$ cat src/hdl/tspp_pkg.sv
// Shared constants, record kind codes and the record type of the TS PAT/PMT parser.
`timescale 1ns / 1ps

package tspp_pkg;

    // Packet length in bytes; the position counter is 8 bits wide.
    localparam int unsigned PACKET_BYTES = 188;
    localparam int unsigned POS_W        = 8;

    localparam logic [7:0] SYNC_MARK = 8'h47;
    localparam logic [7:0] TID_PAT   = 8'h00;
    localparam logic [7:0] TID_PMT   = 8'h02;

    // Byte positions inside a packet.
    localparam logic [POS_W-1:0] POS_SYNC       = 8'd0;
    localparam logic [POS_W-1:0] POS_HDR_LAST   = 8'd3;
    localparam logic [POS_W-1:0] POS_TID        = 8'd5;
    localparam logic [POS_W-1:0] POS_SEC_LEN_HI = 8'd6;
    localparam logic [POS_W-1:0] POS_SEC_LEN_LO = 8'd7;
    localparam logic [POS_W-1:0] POS_PROG_HI    = 8'd8;
    localparam logic [POS_W-1:0] POS_PROG_LO    = 8'd9;
    localparam logic [POS_W-1:0] POS_BODY       = 8'd13;
    localparam logic [POS_W-1:0] POS_PMT_HEAD   = 8'd16;

    localparam logic [1:0] KIND_HEADER    = 2'd0;
    localparam logic [1:0] KIND_PAT_ENTRY = 2'd1;
    localparam logic [1:0] KIND_PMT_HEAD  = 2'd2;
    localparam logic [1:0] KIND_PMT_ENTRY = 2'd3;

    typedef struct packed {
        logic [1:0]  record_kind;
        logic [12:0] pid_value;
        logic        error_flag;
        logic        unit_start_flag;
        logic        priority_flag;
        logic [1:0]  scrambling_bits;
        logic [1:0]  adaptation_bits;
        logic [3:0]  continuity_count;
        logic [15:0] program_id;
        logic [7:0]  stream_kind;
        logic [11:0] info_length;
    } record_t;

endpackage

$ cat src/hdl/ts_packet_pat_pmt_parser_core.sv
// Top level of the TS PAT/PMT parser: input stage, parser and result register.
//
//  Channel  | Direction | Handshake          | Payload
//  ---------+-----------+--------------------+---------------------------------------
//  s_       | in        | s_valid / s_ready  | s_byte_value (one stream byte)
//  m_       | out       | m_valid / m_ready  | m_record_kind .. m_info_length (record)
//
// One byte is taken per cycle while the result is not stalled; each byte passes
// the input register, then the parser logic into the result register, from
// which its record is presented. At most one record follows from each byte.
// Synchronous active-low reset puts the parser at the start of a packet.
// A stalled result holds the parser and the input register; the input side keeps
// taking a byte while the input register is empty.
`timescale 1ns / 1ps

module ts_packet_pat_pmt_parser_core (
    input  logic        aclk,
    input  logic        aresetn,

    input  logic        s_valid,
    output logic        s_ready,
    input  logic [7:0]  s_byte_value,

    output logic        m_valid,
    input  logic        m_ready,
    output logic [1:0]  m_record_kind,
    output logic [12:0] m_pid_value,
    output logic        m_error_flag,
    output logic        m_unit_start_flag,
    output logic        m_priority_flag,
    output logic [1:0]  m_scrambling_bits,
    output logic [1:0]  m_adaptation_bits,
    output logic [3:0]  m_continuity_count,
    output logic [15:0] m_program_id,
    output logic [7:0]  m_stream_kind,
    output logic [11:0] m_info_length
);

    logic               in_valid_reg;
    logic [7:0]         in_byte_reg;
    logic               advance;
    logic               rec_valid;
    tspp_pkg::record_t  rec;
    logic               out_valid_reg;
    tspp_pkg::record_t  out_reg;

    // The buffered byte moves on whenever the result register is free or draining.
    assign advance = in_valid_reg && (!out_valid_reg || m_ready);
    assign s_ready = !in_valid_reg || advance;

    always_ff @(posedge aclk) begin
        if (!aresetn) begin
            in_valid_reg <= 1'b0;
        end else if (s_ready) begin
            in_valid_reg <= s_valid;
        end
    end

    always_ff @(posedge aclk) begin
        if (s_valid && s_ready) begin
            in_byte_reg <= s_byte_value;
        end
    end

    tspp_parser u_parser (
        .aclk       (aclk),
        .aresetn    (aresetn),
        .step       (advance),
        .byte_value (in_byte_reg),
        .rec_valid  (rec_valid),
        .rec        (rec)
    );

    always_ff @(posedge aclk) begin
        if (!aresetn) begin
            out_valid_reg <= 1'b0;
        end else if (advance) begin
            out_valid_reg <= rec_valid;
        end else if (m_ready) begin
            out_valid_reg <= 1'b0;
        end
    end

    always_ff @(posedge aclk) begin
        if (rec_valid) begin
            out_reg <= rec;
        end
    end

    assign m_valid            = out_valid_reg;
    assign m_record_kind      = out_reg.record_kind;
    assign m_pid_value        = out_reg.pid_value;
    assign m_error_flag       = out_reg.error_flag;
    assign m_unit_start_flag  = out_reg.unit_start_flag;
    assign m_priority_flag    = out_reg.priority_flag;
    assign m_scrambling_bits  = out_reg.scrambling_bits;
    assign m_adaptation_bits  = out_reg.adaptation_bits;
    assign m_continuity_count = out_reg.continuity_count;
    assign m_program_id       = out_reg.program_id;
    assign m_stream_kind      = out_reg.stream_kind;
    assign m_info_length      = out_reg.info_length;

    // A byte waiting in the input register is neither lost nor changed under a stall.
    assert property (@(posedge aclk) disable iff (!aresetn)
        (in_valid_reg && !advance) |=> (in_valid_reg && $stable(in_byte_reg)))
        else $error("input byte lost or changed while stalled");

    // Header fields are zero on every record that is not a packet header.
    assert property (@(posedge aclk) disable iff (!aresetn)
        (m_valid && m_record_kind != tspp_pkg::KIND_HEADER) |->
        (!m_error_flag && !m_unit_start_flag && !m_priority_flag &&
         m_scrambling_bits == 2'd0 && m_adaptation_bits == 2'd0 &&
         m_continuity_count == 4'd0))
        else $error("header field set on a table record");

    // Only stream entries carry a stream type, and PAT entries carry no info length.
    assert property (@(posedge aclk) disable iff (!aresetn)
        (m_valid && m_record_kind != tspp_pkg::KIND_PMT_ENTRY) |->
        (m_stream_kind == 8'd0 &&
         (m_record_kind != tspp_pkg::KIND_PAT_ENTRY || m_info_length == 12'd0)))
        else $error("stray stream type or info length on a record");

endmodule

$ cat src/hdl/tspp_parser.sv
// Per-byte packet tracking and PAT/PMT section parsing state.
`timescale 1ns / 1ps

module tspp_parser (
    input  logic                  aclk,
    input  logic                  aresetn,
    input  logic                  step,
    input  logic [7:0]            byte_value,
    output logic                  rec_valid,
    output tspp_pkg::record_t     rec
);

    typedef enum logic [1:0] {
        MODE_NONE       = 2'd0,
        MODE_PAT        = 2'd1,
        MODE_PMT_HEAD   = 2'd2,
        MODE_PMT_STREAM = 2'd3
    } mode_t;

    logic [tspp_pkg::POS_W-1:0] pos_reg, pos_next;
    logic                       drop_reg, drop_next;
    logic [23:0]                hdr_reg, hdr_next;
    mode_t                      mode_reg, mode_next;
    logic [11:0]                send_reg, send_next;
    logic [2:0]                 idx_reg, idx_next;
    logic [39:0]                ea_reg, ea_next;
    logic [11:0]                skip_reg, skip_next;

    logic [tspp_pkg::POS_W:0]   pos_inc;
    logic [12:0]                len_sum;
    logic [39:0]                ea_shift;
    logic [2:0]                 idx_inc;
    logic                       before_crc;
    logic                       produce;
    tspp_pkg::record_t          rec_c;

    always_comb begin
        pos_inc    = {1'b0, pos_reg} + 9'd1;
        len_sum    = {1'b0, ea_reg[3:0], byte_value} + 13'd4;
        ea_shift   = {ea_reg[31:0], byte_value};
        idx_inc    = idx_reg + 3'd1;
        before_crc = ({4'b0, pos_reg} < send_reg);

        pos_next  = (pos_inc >= 9'(tspp_pkg::PACKET_BYTES)) ? '0 : pos_inc[7:0];
        drop_next = drop_reg;
        hdr_next  = hdr_reg;
        mode_next = mode_reg;
        send_next = send_reg;
        idx_next  = idx_reg;
        ea_next   = ea_reg;
        skip_next = skip_reg;
        produce   = 1'b0;
        rec_c     = '0;

        if (pos_reg == tspp_pkg::POS_SYNC) begin
            drop_next = (byte_value != tspp_pkg::SYNC_MARK);
            hdr_next  = '0;
            mode_next = MODE_NONE;
            send_next = '0;
            idx_next  = '0;
            ea_next   = '0;
            skip_next = '0;
        end else if (drop_reg) begin
            // Lost sync: the rest of the packet is ignored.
        end else if (pos_reg <= tspp_pkg::POS_HDR_LAST) begin
            hdr_next = {hdr_reg[15:0], byte_value};
            if (pos_reg == tspp_pkg::POS_HDR_LAST) begin
                produce                = 1'b1;
                rec_c.record_kind      = tspp_pkg::KIND_HEADER;
                rec_c.pid_value        = hdr_reg[12:0];
                rec_c.error_flag       = hdr_reg[15];
                rec_c.unit_start_flag  = hdr_reg[14];
                rec_c.priority_flag    = hdr_reg[13];
                rec_c.scrambling_bits  = byte_value[7:6];
                rec_c.adaptation_bits  = byte_value[5:4];
                rec_c.continuity_count = byte_value[3:0];
            end
        end else if (pos_reg == tspp_pkg::POS_TID) begin
            if (hdr_reg[20:8] == 13'd0 && byte_value == tspp_pkg::TID_PAT) begin
                mode_next = MODE_PAT;
            end else if (byte_value == tspp_pkg::TID_PMT) begin
                mode_next = MODE_PMT_HEAD;
            end else begin
                mode_next = MODE_NONE;
            end
        end else if (pos_reg == tspp_pkg::POS_SEC_LEN_HI) begin
            ea_next = {32'b0, byte_value};
        end else if (pos_reg == tspp_pkg::POS_SEC_LEN_LO) begin
            // The section ends where its CRC begins; saturate at the field width.
            send_next = len_sum[12] ? 12'hFFF : len_sum[11:0];
            ea_next   = '0;
            idx_next  = '0;
        end else if (mode_reg == MODE_PMT_HEAD && pos_reg == tspp_pkg::POS_PROG_HI) begin
            hdr_next = {16'b0, byte_value};
        end else if (mode_reg == MODE_PMT_HEAD && pos_reg == tspp_pkg::POS_PROG_LO) begin
            hdr_next = {8'b0, hdr_reg[7:0], byte_value};
        end else if (pos_reg >= tspp_pkg::POS_BODY) begin
            case (mode_reg)
                MODE_PAT: begin
                    ea_next  = ea_shift;
                    idx_next = idx_inc;
                    if (idx_inc >= 3'd4) begin
                        idx_next = '0;
                        if (before_crc) begin
                            produce           = 1'b1;
                            rec_c.record_kind = tspp_pkg::KIND_PAT_ENTRY;
                            rec_c.pid_value   = ea_shift[12:0];
                            rec_c.program_id  = ea_shift[31:16];
                        end else begin
                            mode_next = MODE_NONE;
                        end
                    end
                end
                MODE_PMT_HEAD: begin
                    ea_next = ea_shift;
                    if (pos_reg == tspp_pkg::POS_PMT_HEAD) begin
                        produce           = 1'b1;
                        rec_c.record_kind = tspp_pkg::KIND_PMT_HEAD;
                        rec_c.pid_value   = ea_shift[28:16];
                        rec_c.program_id  = hdr_reg[15:0];
                        rec_c.info_length = ea_shift[11:0];
                        skip_next         = ea_shift[11:0];
                        idx_next          = '0;
                        ea_next           = '0;
                        mode_next         = MODE_PMT_STREAM;
                    end
                end
                MODE_PMT_STREAM: begin
                    if (skip_reg != 12'd0) begin
                        // Descriptor bytes are passed over by their length.
                        skip_next = skip_reg - 12'd1;
                    end else begin
                        ea_next  = ea_shift;
                        idx_next = idx_inc;
                        if (idx_inc >= 3'd5) begin
                            idx_next = '0;
                            if (before_crc) begin
                                produce           = 1'b1;
                                rec_c.record_kind = tspp_pkg::KIND_PMT_ENTRY;
                                rec_c.pid_value   = ea_shift[28:16];
                                rec_c.stream_kind = ea_shift[39:32];
                                rec_c.info_length = ea_shift[11:0];
                                skip_next         = ea_shift[11:0];
                            end else begin
                                mode_next = MODE_NONE;
                            end
                        end
                    end
                end
                default: begin
                end
            endcase
        end
    end

    always_ff @(posedge aclk) begin
        if (!aresetn) begin
            pos_reg  <= '0;
            drop_reg <= 1'b0;
            hdr_reg  <= '0;
            mode_reg <= MODE_NONE;
            send_reg <= '0;
            idx_reg  <= '0;
            ea_reg   <= '0;
            skip_reg <= '0;
        end else if (step) begin
            pos_reg  <= pos_next;
            drop_reg <= drop_next;
            hdr_reg  <= hdr_next;
            mode_reg <= mode_next;
            send_reg <= send_next;
            idx_reg  <= idx_next;
            ea_reg   <= ea_next;
            skip_reg <= skip_next;
        end
    end

    assign rec_valid = step && produce;
    assign rec       = rec_c;

endmodule

$ cat config.mk
export PLATFORM = sky130hd
export DESIGN_NAME = ts_packet_pat_pmt_parser_core
export DESIGN_NICKNAME = d
export VERILOG_FILES = /design/src/hdl/tspp_pkg.sv /design/src/hdl/ts_packet_pat_pmt_parser_core.sv /design/src/hdl/tspp_parser.sv
export SDC_FILE = /design/constraint.sdc
export NUM_CORES = 1
export LEC_CHECK = 0
export BUFFER_PORTS_ARGS = -buffer_cell sky130_fd_sc_hd__buf_2
export CORE_ASPECT_RATIO = 1.75
export CORE_MARGIN = 2
export CORE_UTILIZATION = 35
export CTS_CLUSTER_DIAMETER = 150
export DETAILED_ROUTE_END_ITERATION = 8
export MAX_ROUTING_LAYER = met4
export PLACE_DENSITY_LB_ADDON = 0.25
export SLEW_MARGIN = 20
export SYNTH_ARGS = -nofsm -noshare
export SYNTH_HDL_FRONTEND = slang
export SYNTH_HIERARCHICAL = 1
export SYNTH_SLANG_ARGS = --single-unit
$ cat constraint.sdc
create_clock -name aclk -period 10.7 [get_ports aclk]
set_input_delay 1.07 -clock aclk [delete_from_list [all_inputs] [get_ports aclk]]
set_output_delay 1.07 -clock aclk [all_outputs]
set_load 0.005 [all_outputs]
# Word level (Yosys, flattened, before mapping)
# Cells that the tools add are included.
dict set report word_totals {
  ff_bits 163
  in_bits 12
  output_inout_bits 64
  word_cells 229
}
dict set report classes {
  add_sub_neg 4
  magnitude_cmp 6
  eq_ne 40
  mux 115
  n_bitwise 6
  n_reduce_logical 36
}
# cell n
set ops {}
lappend ops {{2-to-1 mux 32 bit} 11}
lappend ops {{2-to-1 mux 12 bit} 24}
lappend ops {{2-to-1 mux 21 bit} 8}
lappend ops {{2-to-1 mux 15 bit} 11}
lappend ops {{case mux 32 bit (3 select lines)} 1}
lappend ops {{2-to-1 mux 16 bit} 3}
lappend ops {{case mux 12 bit (2 select lines)} 2}
lappend ops {{case mux 15 bit (3 select lines)} 1}
lappend ops {{2-to-1 mux 3 bit} 13}
lappend ops {{2-to-1 mux 2 bit} 16}
lappend ops {{case mux 16 bit (2 select lines)} 1}
lappend ops {{2-to-1 mux 14 bit} 2}
lappend ops {{!= test 3 x 1 -> 1 bit, second input constant} 9}
lappend ops {{AND reduction 13 bit} 2}
lappend ops {{equality test 8 x 3 -> 1 bit, second input constant} 3}
lappend ops {{2-to-1 mux 24 bit} 1}
lappend ops {{!= test 4 x 1 -> 1 bit, second input constant} 6}
lappend ops {{2-to-1 mux 1 bit} 17}
lappend ops {{equality test 8 x 2 -> 1 bit, second input constant} 2}
lappend ops {{equality test 8 x 4 -> 1 bit, second input constant} 2}
lappend ops {{zero test 8 bit} 2}
lappend ops {{!= test 4 x 2 -> 1 bit, second input constant} 4}
lappend ops {{adder 12 x 3 -> 13 bit, second input constant} 1}
lappend ops {{zero test 13 bit} 1}
lappend ops {{other kinds (38)} 64}

# Depth between registers and ports, before layout
# Gate-level depths: netlist (run 1).
dict set report logic_depth {
  depth_word 16
  ltp_mapped 12
  depth_no_buf 11
}

# Cells and area by module
# Netlist (run 1), hierarchy kept.
# module instances cells_per_inst area_per_inst_um2 seq_area_each_um2
set modules_own_cells {}
lappend modules_own_cells {tspp_parser 1 760 5622.9 1821.7}
lappend modules_own_cells {ts_packet_pat_pmt_parser_core 1 80 2209.6 2142.1}

# Worst setup path after synthesis (run 1)
# OpenSTA, ideal clock, no wires.
dict set report synth_path {
  path_kind {reg-to-reg}
  start {register u_parser.skip_reg[5]}
  end {register out_reg, in the netlist m_adaptation_bits[0], enable pin}
  setup_ns 0.560
  t_arrival_ns 6.278
  t_required_ns 10.140
  path_slack_ns 3.862
  stages_incl_launch_ff 8
  path_buffers 1
  synth_period_minus_slack_ns 6.838
  cell_sequence {dfxtp_1 -> or4_4 -> nor4_1 -> nand3_1 -> o21bai_1 -> clkbuf_1 -> nor3_1 -> nor3_1}
}
dict set report synth_via {
  elab_chain_cells 13
}
# element line
set synth_rtl {}
lappend synth_rtl {{from (decl)} tspp_parser.sv:27} ;# logic [11:0] skip_reg, skip_next;
lappend synth_rtl {{from (signal assigned)} tspp_parser.sv:174} ;# skip_reg <= skip_next;
lappend synth_rtl {{nonzero test 12 bit} tspp_parser.sv:129} ;# if (skip_reg != 12'd0) begin
lappend synth_rtl {{2-to-1 mux 1 bit} tspp_parser.sv:129}
lappend synth_rtl {{case mux 1 bit (3 select lines)} tspp_parser.sv:98} ;# case (mode_reg)
lappend synth_rtl {{2-to-1 mux 1 bit} tspp_parser.sv:97} ;# end else if (pos_reg >= tspp_pkg::POS_BODY) begin
lappend synth_rtl {{2-to-1 mux 1 bit} tspp_parser.sv:95} ;# end else if (mode_reg == MODE_PMT_HEAD && pos_reg == tspp_pkg::POS_PROG_LO) begin
lappend synth_rtl {{2-to-1 mux 1 bit} tspp_parser.sv:93} ;# end else if (mode_reg == MODE_PMT_HEAD && pos_reg == tspp_pkg::POS_PROG_HI) begin
lappend synth_rtl {{2-to-1 mux 1 bit} tspp_parser.sv:88} ;# end else if (pos_reg == tspp_pkg::POS_SEC_LEN_LO) begin
lappend synth_rtl {{2-to-1 mux 1 bit} tspp_parser.sv:86} ;# end else if (pos_reg == tspp_pkg::POS_SEC_LEN_HI) begin
lappend synth_rtl {{2-to-1 mux 1 bit} tspp_parser.sv:78} ;# end else if (pos_reg == tspp_pkg::POS_TID) begin
lappend synth_rtl {{2-to-1 mux 1 bit} tspp_parser.sv:65} ;# end else if (pos_reg <= tspp_pkg::POS_HDR_LAST) begin
lappend synth_rtl {{2-to-1 mux 1 bit} tspp_parser.sv:63} ;# end else if (drop_reg) begin
lappend synth_rtl {{2-to-1 mux 1 bit} tspp_parser.sv:55} ;# if (pos_reg == tspp_pkg::POS_SYNC) begin
lappend synth_rtl {{logical AND 1 bit} tspp_parser.sv:178} ;# assign rec_valid = step && produce;
lappend synth_rtl {{via rec_valid} ts_packet_pat_pmt_parser_core.sv:42} ;# logic rec_valid;
lappend synth_rtl {{to (signal assigned)} ts_packet_pat_pmt_parser_core.sv:86} ;# out_reg <= rec;
lappend synth_rtl {{to (decl)} ts_packet_pat_pmt_parser_core.sv:45} ;# tspp_pkg::record_t out_reg;
# The timed path passes the listed nets, and every way through them passes these cells.
# A chain may end at the register's enable or synchronous reset.

# Worst setup path after layout (run 1)
dict set report layout_path {
  start {register u_parser/pos_reg[0] in the netlist's numbering}
  end {register out_reg, in the netlist m_info_length[2], enable pin}
}
dict set report layout_via {
  elab_chain_cells 15
  word_cells_on_any_way 30
  classes_between {order compare: 3; eq/ne: 7; mux: 16; reduce/logical: 4}
}
# element line
set layout_rtl {}
lappend layout_rtl {{from (decl)} tspp_parser.sv:20} ;# logic [tspp_pkg::POS_W-1:0] pos_reg, pos_next;
lappend layout_rtl {{from (signal assigned)} tspp_parser.sv:167} ;# pos_reg <= pos_next;
lappend layout_rtl {{less-than comparator 8 x 12 -> 1 bit} tspp_parser.sv:42} ;# before_crc = ({4'b0, pos_reg} < send_reg);
lappend layout_rtl {{2-to-1 mux 1 bit} {tspp_parser.sv:104, tspp_parser.sv:137}}
lappend layout_rtl {{2-to-1 mux 1 bit} tspp_parser.sv:135} ;# if (idx_inc >= 3'd5) begin
lappend layout_rtl {{2-to-1 mux 1 bit} tspp_parser.sv:129}
lappend layout_rtl {{case mux 1 bit (3 select lines)} tspp_parser.sv:98}
lappend layout_rtl {{2-to-1 mux 1 bit} tspp_parser.sv:97}
lappend layout_rtl {{2-to-1 mux 1 bit} tspp_parser.sv:95}
lappend layout_rtl {{2-to-1 mux 1 bit} tspp_parser.sv:93}
lappend layout_rtl {{2-to-1 mux 1 bit} tspp_parser.sv:88}
lappend layout_rtl {{2-to-1 mux 1 bit} tspp_parser.sv:86}
lappend layout_rtl {{2-to-1 mux 1 bit} tspp_parser.sv:78}
lappend layout_rtl {{2-to-1 mux 1 bit} tspp_parser.sv:65}
lappend layout_rtl {{2-to-1 mux 1 bit} tspp_parser.sv:63}
lappend layout_rtl {{2-to-1 mux 1 bit (*)} tspp_parser.sv:55}
lappend layout_rtl {{logical AND 1 bit (*)} tspp_parser.sv:178}
lappend layout_rtl {{via rec_valid} ts_packet_pat_pmt_parser_core.sv:42}
# The timed path passes the listed nets; every way through them passes the cells marked *.

==> reports/metrics.cfg, run 1 <==
[synthesis]
synthFlopType=dfxtp_1
synth-seq-cells=163
synth_nets=874
syn_area_sq_um=7830
synth_edf_count=70
yosysTopAreaCell=edfxtp_1
ys_top_cells_by_count=nor2_1 (97), dfxtp_1 (93), edfxtp_1 (70), nand2_1 (65), a21oi_1 (63)
synthCells=840
yosys_warnings=6
synth_area_leaders=edfxtp_1 (27%), dfxtp_1 (24%), nor2_1 (4.6%)
synth.most_common_cell=nor2_1
seq_area_frac_synth_pct=50.6
synth.distinct_cells=65
async_reset_ff_share_pct=0
postSynthAreaPerCell_sq_um=9.32
yosysTopAreaCellShare_pct=26.8

[global_routing]
grt_overflow=0
grt_pass1_vias=6172
grt_pass1_wl_um=34800
antenna_found_initial=0
grt_max_degree=64
grt_use_total_pct=20.0

[critical_path]
cp.required_ns=10.76
regToRegSetupSlack_ns=6.86
critical_path_class=flip-flop to flip-flop
cp_max_fo=63
setup.worst_path.start=u_parser/pos_reg[0]$_SDFFE_PN0P_
reg2reg_depth=9
cp.arrival_ns=3.90
timing.rr.end=m_info_length[2]$_DFFE_PP_
reg2reg_from=u_parser/pos_reg[0]$_SDFFE_PN0P_
cp-start-kind=flip-flop
endpoint_kind=flip-flop

[clock_network]
cts_sinks=163
numCtsBuffers=17
cts_resized=0
post_cts_buffers=0
clock-root-buffer=clkbuf_16
h-tree-depth=4
cts_tree=done
clk_latency_ns=0.43
ctsHoldBuffers=0
path_clk_slew_ns=0.07
clock_path_buffers=2

[final_layout]
drive_gt1_share_pct=15.4
diodes=0
fin_nets=915
synthToLayoutAreaGrowth_pct=15.1
nFillCells=2195
largest_register_ffs=32
final_cells=1190
regArea_sq_um=3960
multi_input_area_sq_um=3530
postLayoutCoreUtil_pct=40.8

[timing]
fin_tns_setup_ns=0
relSlewSlack_pct=34.1
hold-worst-slack_ns=0.455
worst_slew_pin_slew_ns=0.986
skew_ns=0.00835
setup_viol=0
min_period_ns=3.84
fmax_ghz=0.260
slew_viol_final=0
timing.final.crit_share_pct=35.9
hold_viol=0
rsz0062_at_grt=false

[pwr]
ir_worst_vdd_uv=68.1
power.leakage_uw=0.00340
power.density_nw_per_um2=151

[floorplan]
rows=72
core_sq_um=22100
pin_count=76
start_util_pct=35.5
dieArea_sq_um=23600
die_y_um=202
die_x_um=117

[routing]
drt_pass1_iterations=5
post_drt_wl_per_cell_um=18.7
routed_wl_um=22200
drt_iter0_drc=564
drc=0
vias=6476
via_per_inst=5.44
ant_nets=0

[place]
dp_cells=1157
io_buffer_count=75
hpwl_um=15500
gp_congestion=0.950

[min_path]
hold_class=flip-flop to flip-flop
hold_path_end=u_parser/send_reg[3]$_SDFFE_PN0P_
hp-start=u_parser/send_reg[3]$_SDFFE_PN0P_
min_path_cells=2

[run_status]
outcome=completed

[job]
maxCapViolations=0

stage by stage:
| step | area [sq um] | setup slack (ns) | power [uW] |
|---|---|---|---|
| after global placement | 8410 | 7.01 | 750 |
| after detailed placement | 8410 | 6.91 | 750 |
| final | 9010 | 6.86 | 1360 |
| after floorplan | 7830 | 3.86 | 724 |
| after global routing | 9010 | 6.51 | 1400 |
| after CTS | 9000 | 6.90 | 1370 |
cell type report:
type / instances / share of cell area (%)
multi-input combinational: 586 / 39.1
timing repair buffer: 85 / 5.04
sequential: 163 / 44.0
clock inverter: 14 / 1.83
tap: 296 / 4.11
clock buffer: 18 / 4.76
inverter: 28 / 1.17
worst max-delay path, stage by stage (launching register included):
cell and delay (ns):
dfxtp_1 0.37, inv_1 0.13, ha_1 0.37, nor4bb_1 0.40, and3_1 0.83, o21bai_1 0.22
buf_4 0.25, nor3_1 0.10, nor3_2 0.11, buf_4 0.65
per-layer routing:
layer  wire [um]  vias to the layer above  global-route usage, %
li1            -                     3148                      -
met1        8670                     3079                   22.3
met2       12000                      207                   35.1
met3         794                       42                   2.76
met4         701                        0                   8.24
met5           0                        -                      -
kinds of logic after synthesis:
logic type / Yosys count / synth area share (%)
AOI/OAI and AO/OA: 204 / 17.6
xor gates and xnor gates: 12 / 1.34
adders and majority gates: 22 / 3.51
buffers and inverters: 91 / 4.49
DFF: 163 / 50.6
muxes: 5 / 0.655
and+or+nand+nor: 343 / 21.8
worst max-delay path by stage:
stage | to | slack (ns) | cells after the start
after global placement | m_continuity_count[0]$_DFFE_PP_ | 7.01 | 9
final | m_info_length[2]$_DFFE_PP_ | 6.86 | 9
after CTS | m_adaptation_bits[1]$_DFFE_PP_ | 6.90 | 9
after global routing | m_stream_kind[7]$_DFFE_PP_ | 6.51 | 9
after detailed placement | m_continuity_count[0]$_DFFE_PP_ | 6.91 | 9
after floorplan | m_adaptation_bits[0]$_DFFE_PP_ | 3.86 | 7
cell usage in the layout, fill, tap and decap left out, drive strengths merged, types with 6 or more instances in the layout:
cell	Yosys	routed
ha	22	22
a211oi	9	9
nor3	28	28
o21ai	34	34
nand4	6	6
o31ai	9	9
and2	11	11
dfxtp	93	93
buf	10	85
a21o	6	6
and3	28	28
a22oi	38	38
nand2b	11	11
inv	26	35
xnor2	7	7
a21oi	63	63
nand3	58	58
a221oi	8	8
nor4	13	13
nand2	65	65
clkbuf	53	18
nor2	97	97
edfxtp	70	70
power breakdown:
group          switching, uW  internal (uW)
Clock                    267            352
Sequential              17.3            650
Combinational           48.6           21.1
Total                    333           1020
Power figures use the tool's default switching activity.
==> run 2: changes to the inputs <==
ABC_AREA = 1   (was unset)
clock period = 3.6 ns   (was 10.7 ns; I/O delays follow)
==> reports/metrics.cfg, run 2 <==
[pwr]
intPower_uw=3150
power.density_nw_per_um2=450
swShare_pct=26.5
power.leakage_uw=0.00377
pwr-share-clk_pct=42.3
ir_worst_vdd_uv=313
power.switching_uw=1140
combinationalPowerShare_pct=10.0
sequentialPowerShare_pct=47.7

[critical_path]
critical_path_class=flip-flop to flip-flop
reg2reg_from=u_parser/pos_reg[0]$_SDFFE_PN0P_
cp_max_fo=32
crit_slowest_cell=nor2_2
endpoint_kind=flip-flop
cp.arrival_ns=3.29
cpPeakStageDelay_ns=0.47
cp.required_ns=3.96
cp-start-kind=flip-flop
setup.worst_path.start=u_parser/pos_reg[0]$_SDFFE_PN0P_
crit_chain=inv_1 > ha_1 > inv_1 > nor2_1 > nor2_1 > nor2_2 > inv_2 > nand2_1 > o21ai_1 > nand2_2 > buf_4 > o21ai_1 > a21oi_1

[run_status]
outcome=completed

[timing]
relSlewSlack_pct=48.6
hold_viol=0
slew_viol_final=0
timing.final.crit_share_pct=81.3
setup_viol=0
rsz0062_at_grt=false
worst_slew_pin_slew_ns=0.770
skew_ns=0.0100
fmax_ghz=0.342
fin_tns_setup_ns=0
min_period_ns=2.93
worst_slack_ns=0.674

[clock_network]
clock_path_buffers=2
numCtsBuffers=17
ctsHoldBuffers=0
cts_resized=0
h-tree-depth=4
cts_sinks=163
post_cts_buffers=0
cts_tree=done
clock-root-buffer=clkbuf_16
path_clk_slew_ns=0.06
clk_latency_ns=0.43

[global_routing]
grt_overflow=0
grt_pass1_wl_um=38000
antenna_found_initial=0
grt_max_degree=63
grt_use_total_pct=20.8
grt_pass1_vias=6940

[synthesis]
postSynthAreaPerCell_sq_um=7.77
synth-seq-cells=163
synthCells=1065
yosysTopAreaCellShare_pct=25.4
yosys_warnings=6
synth.distinct_cells=40
synth_area_leaders=edfxtp_1 (25%), dfxtp_1 (22%), nand2_1 (8.4%)
syn_area_sq_um=8280
synth_edf_count=70
async_reset_ff_share_pct=0
synth_nets=1099
ys_top_cells_by_count=nand2_1 (186), inv_1 (138), nor2_1 (133), a21oi_1 (120), dfxtp_1 (93)
synthFlopType=dfxtp_1
seq_area_frac_synth_pct=47.9
yosysTopAreaCell=edfxtp_1
synth.most_common_cell=nand2_1

[floorplan]
start_util_pct=35.5
rows=74
core_sq_um=23300
die_x_um=120
dieArea_sq_um=24900
pin_count=76
die_y_um=207

[final_layout]
diodes=0
largest_register_ffs=32
synthToLayoutAreaGrowth_pct=15.2
fin_nets=1161
drive_gt1_share_pct=13.2
final_common_cell=nand2_1
final_cell_mix=nand2_1 (186), inv_1 (138), nor2_1 (133)

[routing]
drc=0
post_drt_wl_per_cell_um=17.1
ant_nets=0
via_per_inst=5.00
drt_pass1_iterations=5
vias=7214
drt_iter0_drc=569
routed_wl_um=24600

[place]
hpwl_um=18900
dp_slack_ns=0.736
gp_congestion=1.00
io_buffer_count=75

[min_path]
hold_class=input pin to flip-flop
hp-start=s_byte_value[3]

[job]
maxCapViolations=0

==> run 2: cell types whose count changed in the layout (fill, tap and decap cells not counted), moves of 28 or more <==
cell | before | now
inv_1 | 26 | 138
and3_1 | 28 | 0
nand2_1 | 65 | 186
a22oi_1 | 38 | 0
o21ai_1 | 1 | 29
a21oi_1 | 63 | 119
nor2_1 | 97 | 133
==> run 2: metrics by stage <==
step | cell area (sq um) | total power (uW) | cells | hold WS, ns | utilization, %
6_report | 9540 | 4290 | 1444 | 0.102 | 40.9
4_1_cts | 9540 | 4330 | 1444 | 0.0817 | 40.9
3_3_place_gp | 8950 | 2510 | 1412 | 0.439 | 38.3
3_5_place_dp | 8950 | 2510 | 1412 | 0.444 | 38.3
5_1_grt | 9540 | 4470 | 1444 | 0.0800 | 40.9
2_1_floorplan | 8290 | 2370 | 1065 | 0.431 | -
==> run 2: kinds of logic after synthesis <==
kind of cell / share of synthesized area, %
buf+inv: 9.42
fa+ha+maj: 3.33
compound gates: 14.7
xor+xnor: 1.69
simple gates: 23.0
flops: 47.9
==> run 2: area by class of cell <==
class                           count  area (sq um)
Fill cell                        2450         13800
Sequential cell                   163          3960
Multi-Input combinational cell    706          3540
Inverter                          149           559
Timing Repair Buffer               90           500
Clock buffer                       18           439
Tap cell                          304           380
Clock inverter                     14           150
==> run 2: path summary, 6_finish.rpt <==
| path | slack (ns) | depth (start not counted) | end |
|---|---|---|---|
| max | 0.67 | 13 | u_parser/ea_reg[11]$_SDFFE_PN0P_ |
| min | 0.10 | 1 | in_byte_reg[3]$_DFFE_PP_ |
| max reg2reg | 0.67 | 13 | u_parser/ea_reg[11]$_SDFFE_PN0P_ |
| min reg2reg | 0.45 | 2 | u_parser/ea_reg[30]$_SDFFE_PN0P_ |
==> run 2: worst max-delay path, delay by kind of cell (launching register included) <==
kind | cells | cell delay [ns]
fa+ha+maj | 1 | 0.30
flops | 1 | 0.32
compound gates | 3 | 0.28
simple gates | 5 | 1.17
buf+inv | 4 | 0.77
==> run 2: power by group through the flow <==
stage	clock [uW]	combinational [uW]	sequential [uW]
6_report	1820	427	2050
5_1_grt	1940	479	2050
4_1_cts	1850	426	2050
3_5_place_dp	0	423	2090
3_3_place_gp	0	419	2090
2_1_floorplan	0	317	2050
==> run 2: routing by layer <==
| layer | global-route usage (%) | wire length (um) |
|---|---|---|
| met1 | 20.2 | 8710 |
| met2 | 36.2 | 13000 |
| met3 | 3.49 | 900 |
| met4 | 15.7 | 2070 |
| met5 | - | 0 |
